$ cat config.mk
export PLATFORM = sky130hd
export DESIGN_NAME = dspe_ctrl
export DESIGN_NICKNAME = d
export VERILOG_FILES = /design/src/hw/rtl/dspe_pkg.sv /design/src/hw/rtl/dspe_ctrl.sv
export SDC_FILE = /design/constraint.sdc
export NUM_CORES = 1
export LEC_CHECK = 0
export BUFFER_PORTS_ARGS = -buffer_cell sky130_fd_sc_hd__buf_2
export CAP_MARGIN = 25
export CORE_MARGIN = 5
export CORE_UTILIZATION = 51
export DETAILED_ROUTE_END_ITERATION = 12
export MAX_ROUTING_LAYER = met4
export PLACE_DENSITY = 0.89
export SLEW_MARGIN = 5
export SYNTH_ARGS = -nofsm -noshare
export SYNTH_HDL_FRONTEND = slang
export SYNTH_SLANG_ARGS = --single-unit
$ cat constraint.sdc
create_clock -name clk -period 2.2 [get_ports clk]
set_input_delay 0.11 -clock clk [delete_from_list [all_inputs] [get_ports clk]]
set_output_delay 0.11 -clock clk [all_outputs]
set_load 0.02 [all_outputs]
$ cat src/hw/rtl/dspe_pkg.sv
package dspe_pkg;

	// opcode field of an input item
	localparam logic OPC_WRITE = 1'b0;
	localparam logic OPC_RUN   = 1'b1;

	// distance code for a vertex not reached
	localparam logic [15:0] UNREACHED = 16'hFFFF;

	// vertex_count after reset
	localparam logic [6:0] VCOUNT_RESET = 7'd64;

	typedef struct packed {
		logic        opcode;
		logic [5:0]  from_vertex;
		logic [5:0]  to_vertex;
		logic [7:0]  edge_weight;
	} dspe_item_t;

	typedef struct packed {
		logic [5:0]  vertex_index;
		logic        reachable;
		logic [15:0] distance;
		logic [5:0]  predecessor;
		logic        last;
	} dspe_result_t;

	// one entry of the per-vertex search memory
	typedef struct packed {
		logic        settled;
		logic [5:0]  prev;
		logic [15:0] cost;
	} dspe_word_t;

	typedef enum logic [3:0] {
		ST_CLEAR,
		ST_IDLE,
		ST_INIT,
		ST_SCAN,
		ST_SCAN_END,
		ST_PICK,
		ST_SETTLE,
		ST_RELAX,
		ST_RELAX_END,
		ST_OUT,
		ST_OUT_END
	} dspe_state_t;

	typedef enum logic [3:0] {
		OP_NONE,
		OP_CLEAR,
		OP_WRITE,
		OP_LOAD,
		OP_INIT,
		OP_SCAN,
		OP_SETTLE,
		OP_RELAX,
		OP_OUT
	} dspe_op_t;

	typedef struct packed {
		dspe_op_t   op;
		logic [5:0] row;
		logic [5:0] col;
	} dspe_cmd_t;

	typedef struct packed {
		logic       found;
		logic [5:0] n_last;
	} dspe_status_t;

endpackage

$ cat src/hw/rtl/dspe_ctrl.sv
module dspe_ctrl import dspe_pkg::*; #(
	parameter int MAX_VERTICES = 64
) (
	input  logic         clk,
	input  logic         arst_n,
	input  logic         start,
	input  logic         opcode,
	input  dspe_status_t status,
	output logic         busy,
	output dspe_cmd_t    cmd
);

	localparam logic [5:0] LastIdx = 6'(MAX_VERTICES - 1);

	dspe_state_t state_q, state_d;
	logic [5:0]  cnt_q;
	logic [5:0]  row_q;
	logic        cnt_wrap;

	assign cnt_wrap = (cnt_q == status.n_last);

	// next state
	always_comb begin
		state_d = state_q;
		unique case (state_q)
			ST_CLEAR:     if (cnt_q == LastIdx && row_q == LastIdx) state_d = ST_IDLE;
			ST_IDLE:      if (start && opcode == OPC_RUN) state_d = ST_INIT;
			ST_INIT:      if (cnt_wrap) state_d = ST_SCAN;
			ST_SCAN:      if (cnt_wrap) state_d = ST_SCAN_END;
			ST_SCAN_END:  state_d = ST_PICK;
			ST_PICK:      state_d = status.found ? ST_SETTLE : ST_OUT;
			ST_SETTLE:    state_d = ST_RELAX;
			ST_RELAX:     if (cnt_wrap) state_d = ST_RELAX_END;
			ST_RELAX_END: state_d = ST_SCAN;
			ST_OUT:       if (cnt_wrap) state_d = ST_OUT_END;
			ST_OUT_END:   state_d = ST_IDLE;
			default:      state_d = ST_IDLE;
		endcase
	end

	// state and sweep counters
	always_ff @(posedge clk or negedge arst_n) begin
		if (!arst_n) begin
			state_q <= ST_CLEAR;
			cnt_q   <= '0;
			row_q   <= '0;
		end else begin
			state_q <= state_d;
			unique case (state_q)
				ST_CLEAR: begin
					if (cnt_q == LastIdx) begin
						cnt_q <= '0;
						row_q <= row_q + 6'd1;
					end else begin
						cnt_q <= cnt_q + 6'd1;
					end
				end
				ST_INIT, ST_SCAN, ST_RELAX, ST_OUT: begin
					cnt_q <= cnt_wrap ? 6'd0 : cnt_q + 6'd1;
				end
				ST_IDLE: cnt_q <= '0;
				default: cnt_q <= cnt_q;
			endcase
		end
	end

	// datapath commands
	always_comb begin
		busy    = (state_q != ST_IDLE);
		cmd.op  = OP_NONE;
		cmd.row = row_q;
		cmd.col = cnt_q;
		unique case (state_q)
			ST_CLEAR:  cmd.op = OP_CLEAR;
			ST_IDLE: begin
				if (start) cmd.op = (opcode == OPC_WRITE) ? OP_WRITE : OP_LOAD;
			end
			ST_INIT:   cmd.op = OP_INIT;
			ST_SCAN:   cmd.op = OP_SCAN;
			ST_SETTLE: cmd.op = OP_SETTLE;
			ST_RELAX:  cmd.op = OP_RELAX;
			ST_OUT:    cmd.op = OP_OUT;
			default:   cmd.op = OP_NONE;
		endcase
	end

endmodule

# Word level (Yosys, flattened, before mapping)
# Index checks and enable logic that the tools add are counted.
# classes
bitwise_logic	0
muxes	14
n_div	0
order_cmp	0
n_reduce_logical	7
n_addsub	2
n_mul	0
n_shift	0
n_eq_ne	19
# op_table
op	count
4-bit case mux with 10 select lines	1
4-bit 2-to-1 mux	7
4-bit case mux with 7 select lines	1
6-bit case mux with 3 select lines	1
4-bit by 3-bit == test with 1-bit output (second input constant)	4
6-bit by 1-bit adder with 6-bit output (second input constant)	2
6-bit == test (second input constant)	2
6-bit 2-to-1 mux	2
2-bit inequality test (second input constant)	6
4-bit by 2-bit == test with 1-bit output (second input constant)	2
4-bit == test (second input constant)	2
6-bit == test	1
6-bit AND reduction	1
4-bit by 1-bit == test with 1-bit output (second input constant)	1
4-bit zero test	1
4-bit by 1-bit inequality test with 1-bit output (second input constant)	1
4-bit OR reduction	1
3-bit nonzero test	1
1-bit logical AND	2
2-bit 2-to-1 mux	1
2-bit AND reduction	1
1-bit 2-to-1 mux	1
# word_totals
elab_cells	45
mem_bits_ro	0
ff_bits	16
output_inout_bits	17
ramBits	0
inputBits	11
n_memories	0
latchBits	0

# Depth between registers and ports, before layout
# logic_depth
depth_word	4
mapped_depth	7
ltp_nobuf	6

# Least setup slack after synthesis
# OpenSTA, ideal clock, no wires.
# synth_path
path_type	reg-to-reg
start	register state_q[3]
end	register state_q[0]
stages_incl_launch_ff	7
arrival_ns	1.726
setup_time_ns	0.125
synth_period_minus_slack_ns	1.851
required_time_ns	2.075
n_path_buf	1
setup_slack_ns	0.349
cell_sequence	dfrtp_1 -> buf_2 -> nor2b_1 -> a21oi_1 -> a21oi_2 -> nor2_1 -> mux2_2
# synth_between
elab_chain_cells	3
word_cells_on_any_way	18
classes_between	eq/ne (15); mux (1); reduce/logical (2)
# synth_lines
item	line_no	text
start, declared	dspe_ctrl.sv:15	dspe_state_t state_q, state_d;
start signal, assigned	dspe_ctrl.sv:48	state_q <= state_d;
4-bit by 1-bit == test with 1-bit output, or another cell as far along	dspe_ctrl.sv:25	unique case (state_q)
2-bit inequality test (no source line)	--	
6-bit AND reduction (no source line)	--	
# Parallel ways exist; a longest one is shown, timed or not.
# A chain may end at the register's enable or synchronous reset.

# Worst setup path in the final report
# layout_path
start	register cnt_q[3]
end	register state_q[0]
# layout_between
elab_chain_cells	4
word_cells_on_any_way	9
classes_between	eq/ne (7); reduce/logical (2)
# layout_lines
item	line_no	text
start, declared	dspe_ctrl.sv:16	logic [5:0] cnt_q;
start signal, assigned	dspe_ctrl.sv:55	cnt_q <= cnt_q + 6'd1;
start signal, assigned	dspe_ctrl.sv:59	cnt_q <= cnt_wrap ? 6'd0 : cnt_q + 6'd1;
start signal, assigned	dspe_ctrl.sv:62	default: cnt_q <= cnt_q;
6-bit == test	dspe_ctrl.sv:26	ST_CLEAR: if (cnt_q == LastIdx && row_q == LastIdx) state_d = ST_IDLE;
1-bit logical AND	dspe_ctrl.sv:26	
2-bit inequality test (no source line)	--	
6-bit AND reduction (no source line) *	--	
# Mark *: on every way between the ends. The rest lies on a longest branch, timed or not.

==> metrics.md <==
| Metric | Value |
|---|---|
| Outcome | `completed` |
| RD Place Congestion | `roughly 0.95` |
| Clock skew | `roughly 0.0016 ns` |
| # Post-CTS Setup Buffers | `0` |
| Worst-path maximum fanout | `8` |
| Ys Warns | `0` |
| Worst-path clk slew | `0.09 ns` |
| Gr ovfl total | `0` |
| Hold Vio Cnt, Final | `0` |
| Fin Setup TNS | `0 ns` |
| Setup CP Type | `flip-flop to flip-flop` |
| First-pass GRT wire length | `4050 um` |
| Met3 WL post-DR | `165 um` |
| CTS tree | `yes` |
| Area occupied by registers | `400 um^2` |
| Yosys top cell area share | `0.377` |
| Netlist cell types | `38` |
| Top_reg_cell synth | `dfrtp_1` |
| Fin nets | `166` |
| Path depth of the worst reg2reg path | `5` |
| Sequential-to-total area share from yosys stat | `0.377` |
| Vias per inst | `5.41` |
| Largest net degree at the start of global routing | `17` |
| Antenna-violating nets left | `0` |
| Avg WL per Cell | `12.7 um` |
| Boundary Pins | `28` |
| CP Launch Type | `flip-flop` |
| Cell row count | `16` |
| Worst Setup End Kind | `flip-flop` |
| Max VDD drop | `0.000861 V` |
| Slew at the pin closest to its max-slew limit | `approximately 0.50 ns` |
| Drt pass-1 iters | `4` |
| Fraction of registers with async set/reset | `1.00` |
| Worst path cell trace | `xor2_1 > nor4_1 > a21oi_2 > nor2_1 > mux2_2` |
| Largest area contributor in the netlist | `dfrtp_1` |
| Routed vias | `969` |
| Hpwl dp | `1790 um` |
| Die area | `a little over 3000 um^2` |
| Die Ht | `~56 um` |
| DR iter-0 viols | `41` |
| Routed WL | `2280 um` |
| Mean Syn Cell Area | `8.70 um^2` |
| Core Box Area | `1980 um^2` |
| Leakage | `0.659 nW` |
| Cell count after synthesis | `122` |
| Slowest cell delay on critical path | `0.48 ns` |
| Syn nets | `135` |
| P per Cell Area | `1280 nW/um^2` |
| Top-count cell post-synth | `dfrtp_1` |
| Area of the multi-input gates | `between 600 and 700 um^2` |
| # clock sinks | `16` |
| Residual DRC | `0` |
| Top cells by count, synth | `dfrtp_1, nand2_1, nor2_1` |
| EDFF count, synth | `0` |
| I/O Buffers | `27` |
| Starting density of the core | `0.535` |
| Max layer used | `met4` |
| Register bit total from synthesis | `16` |
| Antenna violations before repair | `0` |
| Die width | `55.6 um` |
| Core Util, Final | `0.644` |
| Max Freq | `516 MHz` |
| WP data required | `about 2.4 ns` |
| M1 wire length | `roughly 1000 um` |
| Clk_lat worst skew | `0.28 ns` |
| Fin crit period | `1.94 ns` |
| Max-slew headroom | `0.662` |
| Unrepaired setup endpoints after global routing | `no` |
| Fillers | `147` |
| MaxCap Viol Count | `0` |
| Met2 Routed Length | `1060 um` |
| Slowest stage cell, crit path | `nor4_1` |
| N_diodes | `0` |
| Final Max Tran Viols | `0` |
| CP arrival | `around 2.1 ns` |
| Clock buffer depth | `2` |
| Mapped cell area | `approximately 1100 um^2` |
| Synth area leaders | `dfrtp_1, xor2_1, nand2_1` |
| Vias in the first global route | `946` |
| P&R area growth vs syn | `20.3%` |
| Number of H-tree levels | `1` |
| Root Buffer | `clkbuf_4` |
| Tcrit/Tclk final | `0.881` |
| Final setup violation count | `0` |
| Hold Path Depth | `4` |
| CTS buffer count | `3` |
| Share of layout cells above drive strength 1 | `0.289` |
| Hold WC Path Type | `input pin to flip-flop` |
| Total track usage | `0.165` |
-- through the flow --
stage / total power (W) / area [um^2] / std cells / setup WS (ns) / hold slack, ns
2_1_floorplan: 0.00118 / 1060 / 122 / 0.349 / -0.186
3_3_place_gp: 0.00141 / 1230 / 174 / 0.349 / 0.0376
3_5_place_dp: 0.00144 / 1230 / 174 / 0.292 / 0.0391
4_1_cts: 0.00164 / 1280 / 179 / 0.273 / 0.231
5_1_grt: 0.00177 / 1280 / 179 / 0.122 / 0.267
6_report: 0.00164 / 1280 / 179 / 0.262 / 0.239
-- cells by family (layout without fill, tap and decap cells) --
logic type | Yosys count | count (layout) | synth area share
compound gates | 27 | 27 | 0.164
xor+xnor | 11 | 11 | 0.0908
fa+ha+maj | 2 | 2 | 0.0236
buf+inv | 9 | 39 | 0.0354
flops | 16 | 16 | 0.377
mux | 4 | 4 | 0.0401
simple gates | 53 | 53 | 0.269
-- metal layers --
metal	vias to the layer above	GRT usage
met5	-	-
met2	38	0.258
met1	432	0.210
met3	2	0.0441
li1	497	-
met4	0	0.0486
-- final cells by class --
cell class | count | area share
Sequential cell | 16 | 0.314
Inverter | 4 | 0.0118
Clock buffer | 4 | 0.0284
Timing Repair Buffer | 31 | 0.131
Multi-Input combinational cell | 97 | 0.488
Tap cell | 27 | 0.0265
-- cells in the final DEF, fill, tap and decap left out, types with 2 or more instances in the layout --
cell      Yosys  final
nor2_1       12     12
ha_1          2      2
nor2b_1       2      2
inv_1         4      4
o21ai_0       9      9
o22ai_1       2      2
nand2_1      15     15
nand3_1       4      4
mux2_2        2      2
nor3_1        6      6
buf_2         3     27
nand2b_1      2      2
xor2_1        9      9
xnor2_1       2      2
buf_4         0      3
dfrtp_1      16     16
a211oi_1      2      2
clkbuf_4      0      3
nor4_1        2      2
mux2i_1       2      2
a21oi_1       6      6
-- where the power goes --
part / internal [W] / leakage (nW) / switching (W)
clock network: 0.000101 / 0.0210 / 0.0000923
logic: 0.000385 / 0.425 / 0.000566
registers: 0.000372 / 0.213 / 0.000121
total: 0.000858 / 0.659 / 0.000779
-- registers in the layout, summed over array words and instances, names as in the netlist --
register	count
state_q	4
cnt_q	6
row_q	6
-- path summary, 6_finish.rpt --
path                          start         end  slack, ns
min                          opcode  state_q[1]       0.24
min in group asynchronous    arst_n    row_q[3]       0.26
min reg2reg                row_q[5]    row_q[5]       0.51
max reg2reg                cnt_q[3]  state_q[0]       0.26
max in group asynchronous    arst_n    row_q[0]       1.68
max                        cnt_q[3]  state_q[0]       0.26
-- critical path, delay by kind of cell (launching register included) --
family / cells / cell delay [ns]
muxes: 1 / 0.33
xor gates and xnor gates: 1 / 0.19
DFF: 1 / 0.47
and+or+nand+nor: 2 / 0.63
AOI/OAI and AO/OA: 1 / 0.21
-- what timing repair did --
action / 4_1_cts / 5_1_grt
gates resized for setup: 0 / 0
hold endpoints to repair: 16 / 0
hold buffers: 1 / 0
(Power assumes the default switching activity.)
